==> src/rtl/hcbp_pkg.sv <==
// Shared types and constants for the Huffman code bit packer.
package hcbp_pkg;

   localparam int MAX_CODE_LEN = 32;
   localparam int SYMBOL_COUNT = 256;
   localparam int CODE_W       = 32;
   localparam int LEN_W        = 6;
   localparam int SYM_W        = 8;
   localparam int SYM_IDX_W    = (SYMBOL_COUNT > 1) ? $clog2(SYMBOL_COUNT) : 1;
   localparam int LEN_CAP      = (MAX_CODE_LEN < CODE_W) ? MAX_CODE_LEN : CODE_W;
   localparam int QUEUE_DEPTH  = 4;
   localparam int QPTR_W       = $clog2(QUEUE_DEPTH);

   // request tdata: symbol, entry_valid, code_bits, code_length, zero fill
   localparam int REQ_DATA_W = 48;
   localparam int RSP_DATA_W = 8;
   localparam int RSP_USER_W = 3;

   localparam logic OP_WRITE  = 1'b0;
   localparam logic OP_ENCODE = 1'b1;

   // one classified encode item between front and back
   typedef struct packed {
      logic              err;
      logic              last;
      logic [LEN_W-1:0]  len;
      logic [CODE_W-1:0] code;
   } item_type;

   // queue status toward producer and consumer
   typedef struct packed {
      logic full;
      logic empty;
   } queue_status_type;

   // one result
   typedef struct packed {
      logic       err;
      logic       stream_end;
      logic       last_run;
      logic       has_byte;
      logic [7:0] out_byte;
   } result_type;

endpackage

==> src/rtl/hcbp_queue.sv <==
// Short FIFO of classified items between front and back.
module hcbp_queue (
   input  logic                        clock,
   input  logic                        reset,
   input  logic                        push,
   input  hcbp_pkg::item_type          push_item,
   input  logic                        pop,
   output hcbp_pkg::item_type          head,
   output hcbp_pkg::queue_status_type  status
);
   import hcbp_pkg::*;

   item_type          q_ff [QUEUE_DEPTH];
   logic [QPTR_W-1:0] wr_ptr_ff, wr_ptr_in, rd_ptr_ff, rd_ptr_in;
   logic [QPTR_W:0]   count_ff, count_in;
   logic              do_push, do_pop;

   assign status.full  = (count_ff == (QPTR_W+1)'(QUEUE_DEPTH));
   assign status.empty = (count_ff == '0);
   assign do_push      = push && !status.full;
   assign do_pop       = pop && !status.empty;
   assign head         = q_ff[rd_ptr_ff];

   always_comb begin
      wr_ptr_in = wr_ptr_ff;
      rd_ptr_in = rd_ptr_ff;
      count_in  = count_ff;
      if (do_push) begin
         wr_ptr_in = (wr_ptr_ff == QPTR_W'(QUEUE_DEPTH-1)) ? '0 : wr_ptr_ff + 1'b1;
      end
      if (do_pop) begin
         rd_ptr_in = (rd_ptr_ff == QPTR_W'(QUEUE_DEPTH-1)) ? '0 : rd_ptr_ff + 1'b1;
      end
      if (do_push && !do_pop) begin
         count_in = count_ff + 1'b1;
      end else if (do_pop && !do_push) begin
         count_in = count_ff - 1'b1;
      end
   end

   always_ff @(posedge clock) begin
      if (do_push) begin
         q_ff[wr_ptr_ff] <= push_item;
      end
   end

   always_ff @(posedge clock) begin
      if (reset) begin
         wr_ptr_ff <= '0;
         rd_ptr_ff <= '0;
         count_ff  <= '0;
      end else begin
         wr_ptr_ff <= wr_ptr_in;
         rd_ptr_ff <= rd_ptr_in;
         count_ff  <= count_in;
      end
   end

endmodule

==> config.mk <==
export PLATFORM = sky130hd
export DESIGN_NAME = hcbp_queue
export DESIGN_NICKNAME = d
export VERILOG_FILES = /design/src/rtl/hcbp_pkg.sv /design/src/rtl/hcbp_queue.sv
export SDC_FILE = /design/constraint.sdc
export NUM_CORES = 1
export LEC_CHECK = 0
export ABC_AREA = 1
export BUFFER_PORTS_ARGS = -buffer_cell sky130_fd_sc_hd__buf_2
export CAP_MARGIN = 40
export CORE_ASPECT_RATIO = 1.1
export CORE_MARGIN = 1.5
export CORE_UTILIZATION = 42
export CTS_CLUSTER_SIZE = 16
export DETAILED_ROUTE_END_ITERATION = 12
export PLACE_DENSITY_LB_ADDON = 0.2
export SETUP_SLACK_MARGIN = 0.02
export SLEW_MARGIN = 10
export SYNTH_ARGS = -nofsm -noshare
export SYNTH_HDL_FRONTEND = slang
export SYNTH_SLANG_ARGS = --single-unit
==> constraint.sdc <==
create_clock -name clock -period 3.4 [get_ports clock]
set_input_delay 0.34 -clock clock [delete_from_list [all_inputs] [get_ports clock]]
set_output_delay 0.34 -clock clock [all_outputs]
set_load 0.05 [all_outputs]
### After elaboration in Yosys (flattened, before gate mapping)

Memories as Yosys holds them, arrays and structs flattened. A register that Yosys moved wholly into a read port is not among the register bits.
Cells that the tools add are included.
Widths: inputs -> output; s select.

* register bits after elaboration: 7
* word-level logic and storage cells: 29
* output and inout bits: 42
* memories kept: 1
* RAM bits: 160
* bits of input ports: 44

Memories
* q_ff: words 4, bits a word 40, read ports 1, clocked after memory_dff 1, wr ports 1, line hcbp_queue.sv:13 `item_type q_ff [QUEUE_DEPTH];`

* reduce and logical (&&, ||, !) cells: 10
* equality and inequality tests: 3
* mux-type cells: 8
* $add $sub $neg: 4

Operators by type and width (count)
* $mux 2: 4
* $mux 3: 2
* $add 2x1->2 const B: 2
* $eq 2x2->1 const B: 2
* $logic_and 1x1->1: 4
* $logic_not 1->1: 4
* $add 3x1->3 const B: 1
* $eq 3x3->1 const B: 1
* $logic_not 3->1: 1
* $sub 3x1->3 const B: 1
* $mux 1: 2
* $reduce_bool 2->1: 1

### Logic depth before layout (Yosys ltp)

Gate-level depths: netlist of run 1.

* word-level depth: 7
* gate-level depth with buffers: 13
* depth with buffers taken out: 13

### Least setup slack after synthesis of run 1

No wires, ideal clock.

* path kind: register to register
* start: register count_ff[0]
* end: memory q_ff[0][0] in the netlist's numbering, enable pin
* data arrival time: 2.306 ns
* path buffers: 0
* slack: 0.657 ns
* stages on the path, launching flop included: 5
* library setup time: 0.437 ns
* data required time: 2.963 ns
* period minus slack after synthesis: 2.743 ns
* cell sequence: dfxtp_1 nor2_2 nand2_2 nand2_2 nor2_1

* word-level cells in the longest chain between the ends: 5

Ends and longest elaborated chain
* start, declared: line hcbp_queue.sv:15 `logic [QPTR_W:0] count_ff, count_in;`
* start signal, assigned: line hcbp_queue.sv:55 `count_ff <= count_in;`
* $eq 3x3->1: line hcbp_queue.sv:18 `assign status.full = (count_ff == (QPTR_W+1)'(QUEUE_DEPTH));`
* $logic_not 1->1: line hcbp_queue.sv:20 `assign do_push = push && !status.full;`
* $logic_and 1x1->1: line hcbp_queue.sv:20
* $mux 1: line hcbp_queue.sv:42 `if (do_push) begin`
* $mux 1 (not written as such): line hcbp_queue.sv:43 `q_ff[wr_ptr_ff] <= push_item;`
* end, declared: line hcbp_queue.sv:13

No other way between the ends.

==> results.txt, run 1 <==
Psw -> 2.82 mW
Avg WL per Cell -> 17.3 um
Chip width -> 122 um
Cell Rows -> 47
CTS max path bufs -> 2
Routed Antenna Nets -> 0
Worst-margin pin slew -> 751 ps
Sequential-to-total area share from yosys stat -> 0.760
Routed met1 length -> 5620 um
TritonCTS Buffers -> 17
Initial drt markers -> 267
Syn_nets -> 509
Power Dens Cells -> 911 mW/mm^2
I/O pin cnt -> 86
Via/cell ratio -> 5.09
Total internal power -> 4.10 mW
Primary FF master, synth -> edfxtp_1
WHS -> 87.7 ps
# port buffers -> 85
Max stage delay on crit path -> 820 ps
Cell count after synthesis -> 458
Max VDD drop -> 0.481 mV
Yosys warning total -> 0
Outcome -> complete, no violations
First-pass GRT wire length -> 20400 um
# setup viols final -> 0
Final Max Slew Viols -> 0
Setup Buffers After CTS -> 0
Final Critical Period -> 2660 ps
Total gr overflow -> 0
CP Capture Type -> output port
Net Sw Frac -> 0.408
WL met2 -> 6620 um
CTS tree -> yes
Total Wirelength -> 13100 um
Fraction of layout cells with a size suffix above 1 -> 0.237
DRC viols -> 0
Crit start category -> flop
Core area -> 0.0152 sq mm
Pleak -> 2.73 nW
Clock latency on the worst-skew pair -> 420 ps
H-Tree Depth -> 4
Initial antenna violation count -> 1
Logic pwr share -> 0.369
Post-synth ARST share -> 0
Critical path data arrival time -> 2320 ps
Place WS -> 1190 ps
Largest net degree at the start of global routing -> 81
Setup tns final -> 0 ps
Clk sink count -> 169
Fin crit share -> 0.783
Initial Utilization -> 0.432
Number of synthesized register bits -> 169
Slew headroom -> 0.499
Nets -> 599
Die area -> 0.0164 sq mm
Vias after detailed routing -> 3861
Number of max-cap violations -> 0
Clk slew on worst S/H paths -> 60 ps
Final worst setup slack -> 738 ps
Cell Chain, Critical Path -> buf_4 -> o21ai_0 -> o22ai_1 -> buf_2
CP max FO -> 36
Skew final -> 9.42 ps
Vias in the first global route -> 3922
EDFF count, synth -> 160
CTS Hold Buffers Added -> 0
Post-Syn Area -> 0.00656 sq mm
Hold crit path type -> primary input to flop
Avg Inst Size Synth -> 14.3 sq um
GPL Wtd Cong -> 0.700
Post-DP HPWL -> 7600 um
Drt pass-1 iters -> 4
Peak Freq -> 376 MHz
Required time worst endpoint -> 3060 ps
Final Hold Fails -> 0
Post-synthesis cell type count -> 24
Area share of the largest cell type after synthesis -> 0.733
Clock Power Share -> 0.247
Die height -> 134 um
Crit Path Class -> flop to output port
Post-CTS resize count -> 0
Top sig layer -> met4
RSZ-0062 raised after global routing -> false
Met3 wire len -> 707 um
Critical-path top delay cell -> dfxtp_2
Clock root buffer -> clkbuf_16
Total GRT Usage -> 0.170
Yosys top cell by area -> edfxtp_1
Flop pwr share -> 0.384
Synthesis-to-finish area growth -> 15.9%
Largest cells by area after synthesis -> edfxtp_1 (73%), nor2_1 (5.5%), o22ai_1 (3.8%)
==> worst paths after layout <==
path,from,end,slack [ps],depth (start not counted)
setup / recovery,flop,head[11],740,4
hold / removal,reset,count_ff[0]$_SDFFE_PP0P_,90,2
setup reg to reg,count_ff[0]$_SDFFE_PP0P_,q_ff[3][32]$_DFFE_PP_,1430,5
hold reg to reg,count_ff[1]$_SDFFE_PP0P_,count_ff[1]$_SDFFE_PP0P_,540,2
==> placed cells by master (no fill, tap or decap), types with 2 or more instances in the layout <==
master,synthesis,final
edfxtp_1,160,160
nor2_1,96,92
buf_2,8,85
o21ai_0,41,41
o22ai_1,40,40
o21ai_1,38,38
inv_1,17,17
clkbuf_16,0,17
nand2_1,12,12
buf_4,4,11
dfxtp_1,9,7
ha_1,6,6
clkinv_2,0,6
clkinv_1,0,5
nor2_4,0,4
nand2_2,2,2
o21ai_2,2,2
a21oi_1,2,2
nand3b_1,2,2
dfxtp_2,0,2
clkbuf_1,0,2
==> metrics by stage <==
stage          utilization  power [mW]  cell area, sq um  instances
2_1_floorplan            -        4.77              6560        458
3_3_place_gp         0.467        5.26              7080        725
3_5_place_dp         0.467        5.29              7080        725
4_1_cts              0.501        7.00              7600        757
5_1_grt              0.501        7.26              7600        757
6_report             0.501        6.92              7600        758
==> cell families after synthesis <==
family	count (synthesis)	share of synthesized area
flip-flops	169	0.760
AO/OA/AOI/OAI	123	0.103
AND/OR/NAND/NOR	115	0.0687
buffers and inverters	43	0.0528
adder cells (fa/ha/maj)	7	0.0145
XOR/XNOR	1	0.00134
==> critical path, delay by kind of cell, from the launching register on <==
kind / cells / cell delay, ps
AO/OA/AOI/OAI: 2 / 350
flip-flops: 1 / 820
buffers and inverters: 2 / 710
==> cell usage after synthesis (4+ instances only) <==
library cell / instances
edfxtp_1: 160
nor2_1: 96
o21ai_0: 41
o22ai_1: 40
o21ai_1: 38
inv_1: 17
nand2_1: 12
dfxtp_1: 9
buf_2: 8
ha_1: 6
buf_6: 5
buf_12: 4
buf_4: 4
buf_8: 4
==> layer usage <==
metal,up-vias,track usage
met2,91,0.284
met4,0,0.0588
met1,1877,0.206
met3,18,0.0574
li1,1875,-
met5,-,0
==> sequential cells by signal (all words and copies together) (netlist names), named ones only <==
register	flops
rd_ptr_ff	2
wr_ptr_ff	2
count_ff	3
q_ff	160
==> power groups by stage <==
stage                     registers, mW  logic [mW]  clock network (mW)
after global routing               2.69        2.75                1.83
after global placement             2.70        2.56                   0
after CTS                          2.66        2.59                1.74
after floorplan                    2.65        2.12                   0
final                              2.66        2.55                1.71
after detailed placement           2.71        2.58                   0
==> cell type report <==
type	instances	area, sq um
clock buffers	19	433
clock inverters	13	86.3
multi-input cells	246	1260
repair buffers	96	508
fillers	1342	7570
flip-flops and latches	169	4990
inverters	18	80.1
well taps	196	245
diodes	1	2.50
Power figures use the tool's default switching activity.
==> inputs of run 2 (changes only) <==
- clock period: 3.4 -> 2.5 ns (I/O delays scaled with it)
==> results.txt, run 2 (synthesis gave the netlist of run 1 again) <==
Outcome -> complete, no violations
Cell Rows -> 47 (unchanged)
Vias after detailed routing -> 3835 (-0.67%)
Worst-margin pin slew -> 505 ps (-246 ps)
Required time worst endpoint -> 2250 ps (-810 ps)
FF-to-FF setup slack -> 580 ps (-850 ps)
Max VDD drop -> 0.581 mV (+21%)
Post-DP HPWL -> 7130 um (-6.2%)
CTS Hold Buffers Added -> 1 (+1)
Commonest cells after routing, fill and taps aside -> edfxtp_1 (160), nor2_1 (92), buf_2 (85)
Total Wirelength -> 13000 um (-1.2%)
I/O pin cnt -> 86 (unchanged)
WHS -> 41.1 ps (-46.6 ps)
Worst reg-to-reg path cell count -> 9 (+4)
CP endpoint -> head[23]
Fraction of layout cells with a size suffix above 1 -> 0.238 (+0.000423)
Total GRT Usage -> 0.169 (-0.000413)
# port buffers -> 85 (unchanged)
Critical path data arrival time -> 2040 ps (-280 ps)
Largest net degree at the start of global routing -> 81 (unchanged)
Peak Freq -> 436 MHz
Total gr overflow -> 0 (unchanged)
# setup viols final -> 0 (unchanged)
Initial drt markers -> 360 (+35%)
Fin crit share -> 0.917
CP max FO -> 46 (+28%)
Synthesis-to-finish area growth -> 18.0%
Skew final -> 7.74 ps (-1.68 ps)
Placed Cells incl. Taps -> 723 (-0.28%)
Number of max-cap violations -> 0 (unchanged)
Vias in the first global route -> 3865 (-1.5%)
PnR Total Power -> 9.72 mW (+40%)
Via/cell ratio -> 5.07 (-0.54%)
Pleak -> 2.76 nW (+1.1%)
Commonest non-fill, non-tap cell in the layout -> edfxtp_1
DRC viols -> 0 (unchanged)
CP Capture Type -> output port
GPL Wtd Cong -> 0.760 (+8.6%)
Largest register FFs -> 160 (unchanged)
RSZ-0062 raised after global routing -> false
Avg WL per Cell -> 17.2 um (-1.0%)
Chip width -> 122 um (unchanged)
Die height -> 134 um (unchanged)
Die area -> 0.0164 sq mm (unchanged)
Power Dens Cells -> 1260 mW/mm^2 (+38%)
Post-route non-filler standard cell count -> 757 (-0.13%)
CTS tree -> yes
Final Max Slew Viols -> 0 (unchanged)
CTS max path bufs -> 2 (unchanged)
Reg2Reg Launch Point -> count_ff[1]$_SDFFE_PP0P_
Initial Utilization -> 0.432 (unchanged)
Clock root buffer -> clkbuf_16
Setup Buffers After CTS -> 0 (unchanged)
Worst Hold Launch -> push_item[14]
Critical R2R Capture -> count_ff[1]$_SDFFE_PP0P_
Clock latency on the worst-skew pair -> 420 ps (about the same)
Final Hold Fails -> 0 (unchanged)
First-pass GRT wire length -> 20400 um (+0.21%)
TritonCTS Buffers -> 17 (unchanged)
Crit start category -> flop
Core area -> 0.0152 sq mm (unchanged)
Drt pass-1 iters -> 4 (unchanged)
Place WS -> 578 ps (-614 ps)
Biggest regs -> q_ff (160), count_ff (3)
H-Tree Depth -> 4 (unchanged)
Final worst setup slack -> 209 ps (-529 ps)
Most flop-heavy register -> q_ff
Routed Antenna Nets -> 0 (unchanged)
Slew headroom -> 0.663 (+0.164)
Crit Path Class -> flop to output port
Hold crit path type -> primary input to flop
Final Critical Period -> 2290 ps
Initial antenna violation count -> 1 (unchanged)
Nets -> 598 (-0.17%)
Clk slew on worst S/H paths -> 60 ps (about the same)
Clk sink count -> 169 (unchanged)
Setup tns final -> 0 ps (unchanged)
Post-CTS resize count -> 0 (unchanged)
[run 2: where the power goes]
part | total (mW) | internal [mW] | switching, mW
Sequential | 3.59 | 3.46 | 0.134
Combinational | 3.56 | 0.829 | 2.73
Clock | 2.57 | 1.56 | 1.01
Total | 9.72 | 5.84 | 3.88
[run 2: critical path: stages (launching register included)]
cell and delay [ps]:
dfxtp_2 630, buf_12 280, o21ai_0 130, o22ai_1 250, buf_2 310
[run 2: area by class of cell]
class,instances,area [sq um]
tap,196,245
fill,1339,7430
clock inverter,13,154
antenna,1,2.50
timing repair buffer,95,578
sequential,169,4990
clock buffer,19,433
inverter,18,80.1
multi-input combinational,246,1260
[run 2: worst min-delay path by stage]
stage,slack [ps],to,cells after the start
floorplan,320,count_ff[0]$_SDFFE_PP0P_,1
global placement,420,count_ff[0]$_SDFFE_PP0P_,2
detailed placement,420,count_ff[0]$_SDFFE_PP0P_,2
CTS,20,q_ff[2][19]$_DFFE_PP_,1
global route,20,q_ff[1][14]$_DFFE_PP_,1
finish,40,q_ff[2][14]$_DFFE_PP_,1
[run 2: through the flow]
step                 util  cell area (sq um)
floorplan               -               6560
global placement    0.470               7140
detailed placement  0.470               7140
CTS                 0.510               7730
global route        0.510               7730
finish              0.510               7740
[run 2: routing by layer]
| metal | vias up | GRT usage | part of all wire | wire length, um |
|---|---|---|---|---|
| met5 | - | 0 | 0 | 0 |
| met4 | 0 | 0.0678 | 0.012 | 160 |
| met3 | 9 | 0.0463 | 0.054 | 699 |
| met2 | 83 | 0.276 | 0.50 | 6510 |
| met1 | 1875 | 0.215 | 0.43 | 5620 |
| li1 | 1868 | - | - | - |
