`src/rtl/hcbp_pkg.sv`:
```
// Shared types and constants for the Huffman code bit packer.
package hcbp_pkg;

   localparam int MAX_CODE_LEN = 32;
   localparam int SYMBOL_COUNT = 256;
   localparam int CODE_W       = 32;
   localparam int LEN_W        = 6;
   localparam int SYM_W        = 8;
   localparam int SYM_IDX_W    = (SYMBOL_COUNT > 1) ? $clog2(SYMBOL_COUNT) : 1;
   localparam int LEN_CAP      = (MAX_CODE_LEN < CODE_W) ? MAX_CODE_LEN : CODE_W;
   localparam int QUEUE_DEPTH  = 4;
   localparam int QPTR_W       = $clog2(QUEUE_DEPTH);

   // request tdata: symbol, entry_valid, code_bits, code_length, zero fill
   localparam int REQ_DATA_W = 48;
   localparam int RSP_DATA_W = 8;
   localparam int RSP_USER_W = 3;

   localparam logic OP_WRITE  = 1'b0;
   localparam logic OP_ENCODE = 1'b1;

   // one classified encode item between front and back
   typedef struct packed {
      logic              err;
      logic              last;
      logic [LEN_W-1:0]  len;
      logic [CODE_W-1:0] code;
   } item_type;

   // queue status toward producer and consumer
   typedef struct packed {
      logic full;
      logic empty;
   } queue_status_type;

   // one result
   typedef struct packed {
      logic       err;
      logic       stream_end;
      logic       last_run;
      logic       has_byte;
      logic [7:0] out_byte;
   } result_type;

endpackage

```
`src/rtl/hcbp_back.sv`:
```
// Back end: bit accumulator packs codes to bytes, one per unstalled cycle.
module hcbp_back (
   input  logic                        clock,
   input  logic                        reset,
   input  hcbp_pkg::item_type          head,
   input  hcbp_pkg::queue_status_type  queue_status,
   output logic                        pop,
   output logic                        rsp_tvalid,
   input  logic                        rsp_tready,
   output hcbp_pkg::result_type        rsp_result
);
   import hcbp_pkg::*;

   logic              active_ff, active_in;
   logic              err_ff, err_in, last_ff, last_in;
   logic [CODE_W-1:0] code_w_ff, code_w_in;
   logic [LEN_W-1:0]  rem_ff, rem_in;
   logic [6:0]        acc_ff, acc_in;
   logic [2:0]        cnt_ff, cnt_in;
   logic              rsp_valid_ff, rsp_valid_in;
   result_type        rsp_ff, rsp_in;

   logic       out_free, need_out, done, fire;
   result_type res;
   logic [6:0] total;
   logic [5:0] rem_after;
   logic [3:0] take;
   logic [7:0] top8, acc8, byte_full, acc_new8, pad8;
   logic [6:0] acc_step;
   logic [2:0] cnt_step;
   logic [CODE_W-1:0] code_step;
   logic [LEN_W-1:0]  rem_step;

   assign out_free  = !rsp_valid_ff || rsp_tready;
   assign total     = {4'b0, cnt_ff} + {1'b0, rem_ff};
   assign rem_after = 6'(total - 7'd8);
   assign take      = 4'd8 - {1'b0, cnt_ff};
   assign top8      = code_w_ff[CODE_W-1:CODE_W-8];
   assign acc8      = {1'b0, acc_ff};
   assign byte_full = 8'(acc8 << take) | (top8 >> cnt_ff);
   assign acc_new8  = 8'(acc8 << rem_ff[2:0]) | (top8 >> (4'd8 - {1'b0, rem_ff[2:0]}));
   assign pad8      = 8'(acc_new8 << (4'd8 - total[3:0]));

   // one packing step on the working item
   always_comb begin
      need_out  = 1'b0;
      done      = 1'b0;
      res       = '0;
      acc_step  = acc_ff;
      cnt_step  = cnt_ff;
      code_step = code_w_ff;
      rem_step  = rem_ff;
      if (err_ff) begin
         // stream aborted, pending bits dropped
         need_out       = 1'b1;
         done           = 1'b1;
         res.err        = 1'b1;
         res.last_run   = 1'b1;
         res.stream_end = 1'b1;
         acc_step       = '0;
         cnt_step       = '0;
      end else if (total >= 7'd8) begin
         need_out       = 1'b1;
         done           = (rem_after == '0);
         res.out_byte   = byte_full;
         res.has_byte   = 1'b1;
         res.last_run   = (rem_after < 6'd8) && (!last_ff || (rem_after == '0));
         res.stream_end = last_ff && (rem_after == '0);
         acc_step       = '0;
         cnt_step       = '0;
         code_step      = code_w_ff << take;
         rem_step       = rem_after;
      end else begin
         // remaining bits fit in the accumulator
         done     = 1'b1;
         rem_step = '0;
         if (last_ff) begin
            need_out       = 1'b1;
            res.has_byte   = (total != '0);
            res.out_byte   = (total != '0) ? pad8 : 8'd0;
            res.last_run   = 1'b1;
            res.stream_end = 1'b1;
            acc_step       = '0;
            cnt_step       = '0;
         end else begin
            acc_step = acc_new8[6:0];
            cnt_step = total[2:0];
         end
      end
   end

   assign fire = active_ff && (!need_out || out_free);
   assign pop  = !queue_status.empty && (!active_ff || (fire && done));

   always_comb begin
      active_in = active_ff;
      err_in    = err_ff;
      last_in   = last_ff;
      code_w_in = code_w_ff;
      rem_in    = rem_ff;
      acc_in    = acc_ff;
      cnt_in    = cnt_ff;
      if (fire) begin
         acc_in    = acc_step;
         cnt_in    = cnt_step;
         code_w_in = code_step;
         rem_in    = rem_step;
         if (done) begin
            active_in = 1'b0;
         end
      end
      if (pop) begin
         active_in = 1'b1;
         err_in    = head.err;
         last_in   = head.last;
         code_w_in = head.code << (LEN_W'(CODE_W) - head.len);
         rem_in    = head.err ? '0 : head.len;
      end
   end

   always_comb begin
      rsp_valid_in = rsp_valid_ff;
      rsp_in       = rsp_ff;
      if (fire && need_out) begin
         rsp_valid_in = 1'b1;
         rsp_in       = res;
      end else if (rsp_tready) begin
         rsp_valid_in = 1'b0;
      end
   end

   always_ff @(posedge clock) begin
      err_ff    <= err_in;
      last_ff   <= last_in;
      code_w_ff <= code_w_in;
      rem_ff    <= rem_in;
      rsp_ff    <= rsp_in;
   end

   always_ff @(posedge clock) begin
      if (reset) begin
         active_ff    <= 1'b0;
         acc_ff       <= '0;
         cnt_ff       <= '0;
         rsp_valid_ff <= 1'b0;
      end else begin
         active_ff    <= active_in;
         acc_ff       <= acc_in;
         cnt_ff       <= cnt_in;
         rsp_valid_ff <= rsp_valid_in;
      end
   end

   assign rsp_tvalid = rsp_valid_ff;
   assign rsp_result = rsp_ff;

endmodule

```
`config.mk`:
```
export PLATFORM = sky130hd
export DESIGN_NAME = hcbp_back
export DESIGN_NICKNAME = d
export VERILOG_FILES = /design/src/rtl/hcbp_pkg.sv /design/src/rtl/hcbp_back.sv
export SDC_FILE = /design/constraint.sdc
export NUM_CORES = 1
export LEC_CHECK = 0
export BUFFER_PORTS_ARGS = -buffer_cell sky130_fd_sc_hd__clkbuf_2
export CORE_MARGIN = 3
export CORE_UTILIZATION = 50
export DETAILED_ROUTE_END_ITERATION = 8
export PLACE_DENSITY = 0.74
export SLEW_MARGIN = 5
export SYNTH_ARGS = -nofsm -noshare
export SYNTH_HDL_FRONTEND = slang
export SYNTH_SLANG_ARGS = --single-unit
```
`constraint.sdc`:
```
create_clock -name clock -period 5.4 [get_ports clock]
set_clock_uncertainty 0.05 [all_clocks]
set_input_delay 0.54 -clock clock [delete_from_list [all_inputs] [get_ports clock]]
set_output_delay 0.54 -clock clock [all_outputs]
set_load 0.02 [all_outputs]
```
# After elaboration in Yosys (flattened, before gate mapping)
# Cells that the tools add are included.
# word_totals
reg_bits	64
in_bits	45
out_inout_bits	14
elab_cells	84
# classes
add_sub_neg	6
order_cmp	2
n_eq_ne	1
n_shift	7
mux	29
bitwise_logic	2
reduce_logical	24
# op_table
cell	count
32-bit 2-to-1 mux	4
32-bit by 4-bit << shifter with 32-bit output	1
32-bit by 6-bit << shifter with 32-bit output	1
6-bit 2-to-1 mux	5
11-bit 2-to-1 mux	2
7-bit 2-to-1 mux	3
8-bit bitwise OR	2
1-bit 2-to-1 mux	11
3-bit 2-to-1 mux	3
8-bit 2-to-1 mux	1
2-bit nonzero test	4
7-bit by 3-bit << shifter with 8-bit output	1
7-bit by 4-bit << shifter with 8-bit output	1
8-bit by 4-bit << shifter with 8-bit output	1
8-bit by 3-bit right shift with 8-bit output	1
8-bit by 4-bit right shift with 8-bit output	1
4-bit by 3-bit subtractor with 4-bit output, first input constant	2
3-bit by 6-bit adder with 7-bit output	1
7-bit by 4-bit >= comparator with 1-bit output, second input constant	1
7-bit nonzero test	1
1-bit logical AND	6
6-bit logical NOT	1
6-bit by 4-bit < comparator with 1-bit output, second input constant	1
6-bit by 4-bit subtractor with 6-bit output, second input constant	1
other kinds (7)	15

# Longest topological paths before layout
# Gate-level depths: netlist (run 1).
# depth
ltp_word	12
mapped_depth	13
mapped_depth_nobuf	11

# Least setup slack after synthesis (run 1)
# OpenSTA, ideal clock, no wires.
# synth_timing
path_kind	flip-flop to flip-flop
startpoint	reg rem_ff[0]
endpoint	reg code_w_ff[0] (enable)
setup_ns	0.392
t_arrival_ns	3.752
required_ns	4.958
path_slack_ns	1.206
path_stages_with_launch	13
n_path_buf	1
synth_period_minus_slack_ns	4.194
cell_sequence	edfxtp_1 ha_1 fa_1 a21o_1 a32oi_2 ha_1 xnor2_1 nand2_1 and4bb_2 a211oi_2 a211oi_4 buf_6 nand2b_1
# synth_via
elab_chain_len	12
# synth_lines
item	line_no	text
start: declaration	hcbp_back.sv:17	logic [LEN_W-1:0] rem_ff, rem_in;
start signal: assignment	hcbp_back.sv:136	rem_ff <= rem_in;
3-bit by 6-bit adder with 7-bit output (*)	hcbp_back.sv:35	assign total = {4'b0, cnt_ff} + {1'b0, rem_ff};
7-bit by 4-bit >= comparator with 1-bit output	hcbp_back.sv:62	end else if (total >= 7'd8) begin
1-bit 2-to-1 mux	hcbp_back.sv:62	
1-bit 2-to-1 mux	hcbp_back.sv:53	if (err_ff) begin
1-bit logical NOT	hcbp_back.sv:92	assign fire = active_ff && (!need_out || out_free);
1-bit logical OR	hcbp_back.sv:92	
1-bit logical AND	hcbp_back.sv:92	
1-bit logical AND	hcbp_back.sv:93	assign pop = !queue_status.empty && (!active_ff || (fire && done));
1-bit logical OR	hcbp_back.sv:93	
1-bit logical AND	hcbp_back.sv:93	
2-bit != test (no source line) / 2-bit nonzero test (equally long branches)	-	
3-bit AND reduction (no source line) (*)	-	
end signal: assignment	hcbp_back.sv:135	code_w_ff <= code_w_in;
end: declaration	hcbp_back.sv:16	logic [CODE_W-1:0] code_w_ff, code_w_in;
# Mark *: on every way between the ends. The rest lies on a longest branch, timed or not.
# A chain may end at the register's enable or synchronous reset.

# Worst setup path after layout (run 1)
# layout_timing
startpoint	reg rem_ff[1]
endpoint	out pop
# layout_via
elab_chain_len	10
# layout_lines
item	line_no	text
3-bit by 6-bit adder with 7-bit output (*)	hcbp_back.sv:35	
7-bit by 4-bit >= comparator with 1-bit output	hcbp_back.sv:62	
1-bit 2-to-1 mux	hcbp_back.sv:62	
1-bit 2-to-1 mux	hcbp_back.sv:53	
1-bit logical NOT	hcbp_back.sv:92	
1-bit logical OR	hcbp_back.sv:92	
1-bit logical AND	hcbp_back.sv:92	
1-bit logical AND (*)	hcbp_back.sv:93	
1-bit logical OR (*)	hcbp_back.sv:93	
1-bit logical AND (*)	hcbp_back.sv:93	
end: declaration	hcbp_back.sv:7	output logic pop,
# Marks and branches as above.

==> results of run 1 <==
[layer usage]
metal	track usage	vias to the layer above	wire length [µm]
met2	0.354	316	8820
met5	0	-	0
li1	-	3232	-
met4	0.0747	0	419
met1	0.356	3238	8790
met3	0.0340	34	1520
[sequential cells by signal (all words and copies together) (netlist names)]
register	flops
last_ff	1
active_ff	1
rsp_result	12
acc_ff	7
rem_ff	6
rsp_tvalid	1
cnt_ff	3
code_w_ff	32
err_ff	1
[final timing paths]
path / slack [ns] / from / depth (start not counted) / to
setup / recovery: 0.72 / rem_ff[1] / 8 / pop
hold / removal: 0.33 / head[38] / 1 / last_ff
setup reg to reg: 1.00 / rem_ff[1] / 9 / code_w_ff[14]
hold reg to reg: 0.46 / acc_ff[6] / 2 / acc_ff[6]
[critical path, delay by kind of cell, from the launching register on]
kind	cells	cell delay, ns
adders and majority gates	2	0.98
DFF	1	0.68
AOI/OAI and AO/OA	5	1.78
buffers and inverters	1	0.30
[cells by family (layout without fill, tap and decap cells)]
family	Yosys count	in the layout	share of synthesized area
xor gates and xnor gates	13	13	0.0189
and+or+nand+nor	288	288	0.174
adders and majority gates	9	9	0.0159
buffers and inverters	91	113	0.0528
AOI/OAI and AO/OA	201	201	0.180
DFF	64	64	0.238
muxes	174	174	0.321
[power breakdown]
part           switching, mW  internal (mW)
sequential            0.0816          0.625
clock                  0.229          0.451
combinational          0.591          0.417
[synth_stat cells (13+ instances only)]
cell / instances
mux4_2: 53
edfxtp_1: 52
inv_1: 18
buf_2: 14
mux2_2: 13
nand2b_1: 17
nand2_1: 169
o21ai_0: 49
mux2i_1: 106
nor2_1: 35
a21oi_1: 52
a32oi_1: 18
nand3_1: 20
clkbuf_1: 41
[final cells by class]
| class | count | area (µm²) |
|---|---|---|
| clock buffers | 9 | 225 |
| well taps | 184 | 230 |
| multi-input cells | 685 | 5390 |
| flip-flops and latches | 64 | 1800 |
| inverters | 20 | 75.1 |
| clock inverters | 7 | 119 |
| fillers | 1299 | 6370 |
| repair buffers | 77 | 435 |
[through the flow]
| step | util | hold slack, ns |
|---|---|---|
| 3_5_place_dp | 0.542 | 0.461 |
| 5_1_grt | 0.565 | 0.325 |
| 4_1_cts | 0.565 | 0.324 |
| 3_3_place_gp | 0.542 | 0.452 |
| 6_report | 0.565 | 0.330 |
| 2_1_floorplan | - | 0.425 |
==> flow_metrics.tcl, run 1 <==
set metrics [dict create \
    status "completed" \
    postCtsSetupBuffers 0 \
    syn-num-nets 894 \
    diodes 0 \
    p_leak_nw 3.17 \
    grt_pass1_wl_um 31900 \
    synth_edf_count 52 \
    cp_cell_sequence "fa_1 -> a21o_1 -> a32oi_2 -> ha_1 -> o31a_1 -> a31oi_2 -> a211oi_4 -> clkbuf_2" \
    die_w_um 129 \
    worst_pin_slew_ns 1.22 \
    fmax_mhz 214 \
    post-route-min-period_ns 4.68 \
    ys_top_cells_by_area "edfxtp_1 21%, mux4_2 16%, mux2i_1 14%" \
    worstSetupPathType "reg -> out" \
    async_reset_ff_frac 0 \
    p_per_area_mw_per_mm2 289 \
    report.final.slew_viol_count 0 \
    avgSynthCellArea_um2 9.00 \
    final_common_cell "nand2_1" \
    worstPathMaxFanout 16 \
    htreeDepth 3 \
    arrival_ns 4.09 \
    dp_hpwl_um 14500 \
    synth-seq-cells 64 \
    antenna_left 0 \
    yosysTopAreaCell "edfxtp_1" \
    area_growth_pct 9.45 \
    cp-start-kind "register" \
    worstPathRequired_ns 4.81 \
    die_area_mm2 0.0166 \
    die_h_um 129 \
    cp-end-kind "primary output" \
    cts_tree "yes" \
    core_mm2 0.0146 \
    setup_ws_ns 0.719 \
    hold_violations 0 \
    fp-row-count 44 \
    final_cell_mix "169 x nand2_1, 106 x mux2i_1, 57 x clkbuf_2, 53 x mux4_2" \
    gp_congestion 0.934 \
    synth_warnings 0 \
    clockBufferDepth 2 \
    synth_top_flop_cell "edfxtp_1" \
    maxCapViolations 0 \
    total_power_mw 2.40 \
    dp_cells 1030 \
    fin_setup_tns_ns 0 \
    clk_latency_ns 0.34 \
    relSlewSlack 0.184 \
    drt_iter0_drc 803 \
    synth_top_area_frac 0.207 \
    grt_pass1_vias 6222 \
    grt_antenna_before_repair 0 \
    finalInstanceArea_mm2 0.00828 \
    cts_made_buffers 9 \
    slowest_delay_ns 0.68 \
    rsz0062_at_grt "false" \
    routedWlPerCell_um 18.7 \
    portBuffers 57 \
    drive_above_1_share 0.210 \
    netlist_area_mm2 0.00756 \
    wl_um 19500 \
    synth_cell_types 79 \
    root_buffer "clkbuf_16" \
    hp-class "in -> reg" \
    clock_sinks 64 \
    finalCritPeriodShare 0.867 \
    first_pass_iters 6 \
    ys_seq_area_frac 0.238 \
    layout.nets 911 \
    ctsResizeCount 0 \
    ir_drop_uv 143 \
    cts.clk_slew.worst_paths_ns 0.05 \
    syn_inst 840 \
    via_count 6820 \
    placed_cell_area_mm2 0.00793 \
    pin_count 59 \
    grt_max_degree 59 \
    vias_per_cell 6.52 \
    ctsHoldBuffers 0 \
    finalSetupViolations 0 \
    initial_core_util 0.516 \
    fin_cells 1046 \
    worst_path_max_delay_cell "edfxtp_1" \
    pre_cts_ws_ns 1.06 \
    grt_usage 0.237 \
    grt.overflow.total 0 \
    drc_errors 0 \
]
Power figures use the tool's default switching activity.
==> run 2, diff against run 1 <==
- ABC_AREA: unset -> 1
- CORE_MARGIN: 3 -> 2
==> run 2 against run 1 <==
Net effect: first-iteration DRC count shrank 20%; die area shrank 4.7%; clock power shrank 6.3%; via count grew 18%; global-route usage grew 1.3 points; synthesized area shrank 1.8%; critical endpoint unchanged; final cell count grew 36%; non-clock buffer count shrank 8; utilization shrank 1.5 points.
==> flow_metrics.tcl, run 2 <==
set metrics [dict create \
    hp-class "in -> reg" \
    p_leak_nw 3.67 \
    report.final.slew_viol_count 0 \
    regToRegSetupSlack_ns 1.41 \
    total_power_mw 2.18 \
    first_pass_iters 5 \
    dp_cells 1411 \
    crit_family "simple AND/OR/NAND/NOR gates" \
    grt_pass1_vias 6774 \
    synth_cell_types 48 \
    via_count 8017 \
    die_h_um 126 \
    synth_top_family_by_area "simple AND/OR/NAND/NOR gates" \
    grt.overflow.total 0 \
    async_reset_ff_frac 0 \
    p_per_area_mw_per_mm2 273 \
    cts.clk_slew.worst_paths_ns 0.06 \
    rsz0062_at_grt "false" \
    yosysTopAreaCell "nand2_1" \
    regMostFlops "code_w_ff" \
    root_buffer "clkbuf_16" \
    antenna_left 0 \
    drc_errors 0 \
    synth_top_area_frac 0.250 \
    synth_edf_count 52 \
    finalSetupViolations 0 \
    synth_fa_ha_area_frac 0.0162 \
    layout.nets 1292 \
    avgSynthCellArea_um2 6.01 \
    status "completed" \
    synth_common_cells "494 x nand2_1, 153 x nand3_1, 115 x o21ai_0" \
    ys_seq_area_frac 0.243 \
    cp_cell_sequence "ha_1 -> fa_1 -> nand2_1 -> nand2_1 -> nand3b_1 -> nand2_1 -> inv_1 -> ha_1 -> inv_1 -> nand3_1 -> nand4_1 -> nand3_2 -> nand2_2 -> nand2_4 -> nand2_2 -> inv_1 -> clkbuf_2" \
    post-route-min-period_ns 4.09 \
    dp_hpwl_um 15500 \
    netlist_area_mm2 0.00743 \
    pin_count 59 \
    worst_pin_slew_ns 0.969 \
    syn-num-nets 1290 \
    worstSetupPathType "reg -> out" \
    clk_latency_ns 0.35 \
    hold_violations 0 \
    arrival_ns 3.50 \
    syn_inst 1236 \
    initial_core_util 0.511 \
    synth-compound-area-share 0.157 \
    grt_antenna_before_repair 0 \
    path_buf_inv 4 \
    core_mm2 0.0145 \
    cp-start-kind "register" \
    clockBufferDepth 2 \
    finalInstanceArea_mm2 0.00799 \
    final_common_cell "nand2_1" \
    synth-seq-cells 64 \
    diodes 0 \
    area_growth_pct 7.56 \
    vias_per_cell 5.62 \
    fp-row-count 44 \
    fin_cells 1427 \
    synth-xor-area-share 0.0101 \
    clock_sinks 64 \
    yosys.area_share.simple 0.473 \
    portBuffers 57 \
    final_cell_mix "494 x nand2_1, 153 x nand3_1, 115 x o21ai_0, 65 x nor2_1, 57 x clkbuf_2" \
    wl_um 20100 \
    finalCritPeriodShare 0.758 \
    setup_ws_ns 1.31 \
    ys_top_cells_by_area "nand2_1 25%, edfxtp_1 21%, nand3_1 10%" \
    grt_usage 0.250 \
    postCtsSetupBuffers 0 \
    yosys-mux-area-fraction 0.0162 \
    routedWlPerCell_um 14.1 \
    grt_pass1_wl_um 32900 \
    maxCapViolations 0 \
    htreeDepth 3 \
    die_area_mm2 0.0158 \
    cts_made_buffers 9 \
    ctsHoldBuffers 0 \
    worst_path_max_delay_cell "fa_1" \
    cts_tree "yes" \
    die_w_um 126 \
    fin_hold_ws_ns 0.318 \
    pre_cts_ws_ns 1.42 \
    drive_above_1_share 0.123 \
    ctsResizeCount 0 \
    slowest_delay_ns 0.43 \
    yosysMostFrequentCell "nand2_1" \
    relSlewSlack 0.347 \
    worstPathRequired_ns 4.81 \
    finalCoreUtilization 0.550 \
    grt_max_degree 57 \
    gp_congestion 0.937 \
    fmax_mhz 244 \
    synth_warnings 0 \
    cp-end-kind "primary output" \
    worstPathMaxFanout 40 \
    placed_cell_area_mm2 0.00766 \
    synth_top_flop_cell "edfxtp_1" \
    largest_reg_flops 32 \
    drt_iter0_drc 642 \
    fin_setup_tns_ns 0 \
    ir_drop_uv 140 \
]
==> run 2: power breakdown <==
group	switching (mW)	internal (mW)	total, mW
registers	0.0425	0.612	0.655
logic	0.603	0.284	0.887
clock network	0.230	0.408	0.638
total	0.876	1.30	2.18
==> run 2: layer usage <==
metal / routed length, µm / GRT usage / vias up
li1: - / - / 4140
met1: 9830 / 0.380 / 3571
met2: 8680 / 0.376 / 284
met3: 1320 / 0.0268 / 22
met4: 323 / 0.0718 / 0
met5: 0 / 0 / -
==> run 2: layout make-up <==
class / count / area (µm²)
clock buffer: 9 / 225
clock inverter: 7 / 103
fill: 1544 / 6550
inverter: 68 / 255
multi-input combinational: 1026 / 5000
sequential: 64 / 1800
tap: 184 / 230
timing repair buffer: 69 / 375
==> run 2: path summary, 6_finish.rpt <==
check,startpoint,end,cells past startpoint
min reg2reg,acc_ff[2],acc_ff[2],2
max,rem_ff[0],pop,17
max reg2reg,rem_ff[0],code_w_ff[13],18
min,head[38],last_ff,1
==> run 2: cells by family (layout without fill, tap and decap cells) <==
family / Yosys count / in the layout
xor gates and xnor gates: 6 / 6
muxes: 12 / 12
and+or+nand+nor: 795 / 795
buffers and inverters: 146 / 153
DFF: 64 / 64
AOI/OAI and AO/OA: 204 / 204
adders and majority gates: 9 / 9
==> run 3, diff against run 2 <==
- clock period: 5.4 -> 3.8 ns (I/O delays scaled with it)
==> run 3 against run 2 <==
Net effect: wire length is 1.1% higher; cell area increased by 0.63%; power rose by 37%; first-iteration DRC count is 0.16% higher; register-to-register slack got worse by 1.1 ns; critical path depth is 1 higher; largest cell class unchanged; global-route usage is 0.38 points higher; critical path type unchanged; sequential power grew 42%; final cell count rose by 0.84%.
==> flow_metrics.tcl, run 3 (synthesis results as in run 2) <==
set metrics [dict create \
    via_count 8002 \
    seqPwrFrac 0.312 \
    root_buffer "clkbuf_16" \
    report.final.slew_viol_count 0 \
    largest_reg_flops 32 \
    routedWlPerCell_um 14.2 \
    worst_path_max_delay_cell "fa_1" \
    clk_latency_ns 0.34 \
    initial_core_util 0.511 \
    htreeDepth 3 \
    antenna_left 0 \
    setup_ws_ns 0.267 \
    ctsResizeCount 0 \
    ctsHoldBuffers 0 \
    cp-start-kind "register" \
    area_growth_pct 8.24 \
    drive_above_1_share 0.132 \
    pre_cts_ws_ns 0.323 \
    crit_start "rem_ff[0]" \
    regMostFlops "code_w_ff" \
    cts.clk_slew.worst_paths_ns 0.06 \
    ir_drop_uv 187 \
    relSlewSlack 0.361 \
    worstPathRequired_ns 3.37 \
    r2r-start "rem_ff[0]" \
    worstPathMaxFanout 10 \
    p_int_mw 1.75 \
    grt.overflow.total 0 \
    cp-end-kind "primary output" \
    clockBufferDepth 2 \
    grt_pass1_vias 6994 \
    path_buf_inv 4 \
    postCtsSetupBuffers 0 \
    final_cell_mix "494 x nand2_1, 153 x nand3_1, 115 x o21ai_0, 65 x nor2_1, 57 x clkbuf_2" \
    cts_tree "yes" \
    drt_iter0_drc 643 \
    fp-row-count 44 \
    cp_cell_sequence "ha_1 -> fa_1 -> nand2_1 -> nand2_1 -> nand2_1 -> nand2_1 -> nand2_1 -> inv_1 -> ha_1 -> inv_1 -> nand3_1 -> nand4_1 -> nand3_2 -> nand2_2 -> nand2_4 -> nand2_4 -> inv_2 -> clkbuf_2" \
    swShare 0.415 \
    finalCritPeriodShare 0.930 \
    finalSetupViolations 0 \
    hp-class "in -> reg" \
    cts_made_buffers 9 \
    gp_congestion 0.928 \
    grt_antenna_before_repair 0 \
    diodes 0 \
    dp_hpwl_um 15800 \
    arrival_ns 3.10 \
    die_h_um 126 \
    crit_family "simple AND/OR/NAND/NOR gates" \
    worstSetupPathType "reg -> out" \
    die_w_um 126 \
    worst_pin_slew_ns 0.948 \
    path_common_cell "nand2_1" \
    fmax_mhz 283 \
    pwr-share-clk 0.262 \
    hp-start "head[38]" \
    combPwrFrac 0.426 \
    vias_per_cell 5.56 \
    wl_um 20400 \
    layout.nets 1304 \
    hold_violations 0 \
    p_leak_nw 3.70 \
    grt_pass1_wl_um 33400 \
    p_sw_mw 1.24 \
    first_pass_iters 5 \
    drc_errors 0 \
    finalInstanceArea_mm2 0.00804 \
    final_common_cell "nand2_1" \
    slowest_delay_ns 0.43 \
    die_area_mm2 0.0158 \
    fin_setup_tns_ns 0 \
    post-route-min-period_ns 3.53 \
    clock_sinks 64 \
    portBuffers 57 \
    rsz0062_at_grt "false" \
    grt_max_degree 57 \
    total_power_mw 2.99 \
    maxCapViolations 0 \
    status "completed" \
    grt_usage 0.254 \
    placed_cell_area_mm2 0.00775 \
    core_mm2 0.0145 \
    p_per_area_mw_per_mm2 372 \
    pin_count 59 \
]
run 3: worst register-to-register path: stages (launching register included):
cell and delay (ns):
edfxtp_1 0.40, ha_1 0.28, fa_1 0.43, nand2_1 0.09, nand2_1 0.08, nand3b_1 0.09, nand2_1 0.10, inv_1 0.07
ha_1 0.20, nand2_4 0.10, nor2_8 0.12, nand3_4 0.09, nand2_2 0.08, nand2_1 0.14, o21ai_0 0.80
run 3: cell type report:
class | instances | area, µm²
inverters | 68 | 255
clock buffers | 10 | 239
multi-input cells | 1026 | 5000
well taps | 184 | 230
flip-flops and latches | 64 | 1800
fillers | 1572 | 6490
repair buffers | 81 | 465
clock inverters | 6 | 43.8
run 3: stage by stage:
step           utilization  hold slack (ns)  std cells
2_1_floorplan            -            0.374       1236
3_3_place_gp         0.533            0.435       1423
3_5_place_dp         0.533            0.434       1423
4_1_cts              0.553            0.156       1439
5_1_grt              0.553            0.156       1439
6_report             0.553            0.167       1439
run 3: per-layer routing:
layer / GRT usage / vias to the layer above / part of all wire
li1: - / 4169 / -
met1: 0.373 / 3579 / 0.49
met2: 0.391 / 231 / 0.43
met3: 0.0357 / 23 / 0.060
met4: 0.0698 / 0 / 0.017
met5: 0 / - / 0
run 3: worst paths after layout:
kind | slack (ns) | cells after the start | end
max | 0.27 | 18 | pop
min | 0.17 | 1 | last_ff
max reg2reg | 0.31 | 14 | rem_ff[2]
min reg2reg | 0.45 | 2 | acc_ff[4]
run 3: power by group through the flow:
stage	sequential [mW]	combinational, mW	clock (mW)
3_5_place_dp	0.945	1.25	0
3_3_place_gp	0.942	1.25	0
5_1_grt	0.941	1.44	0.817
2_1_floorplan	0.937	0.963	0
6_report	0.932	1.27	0.782
4_1_cts	0.931	1.26	0.785
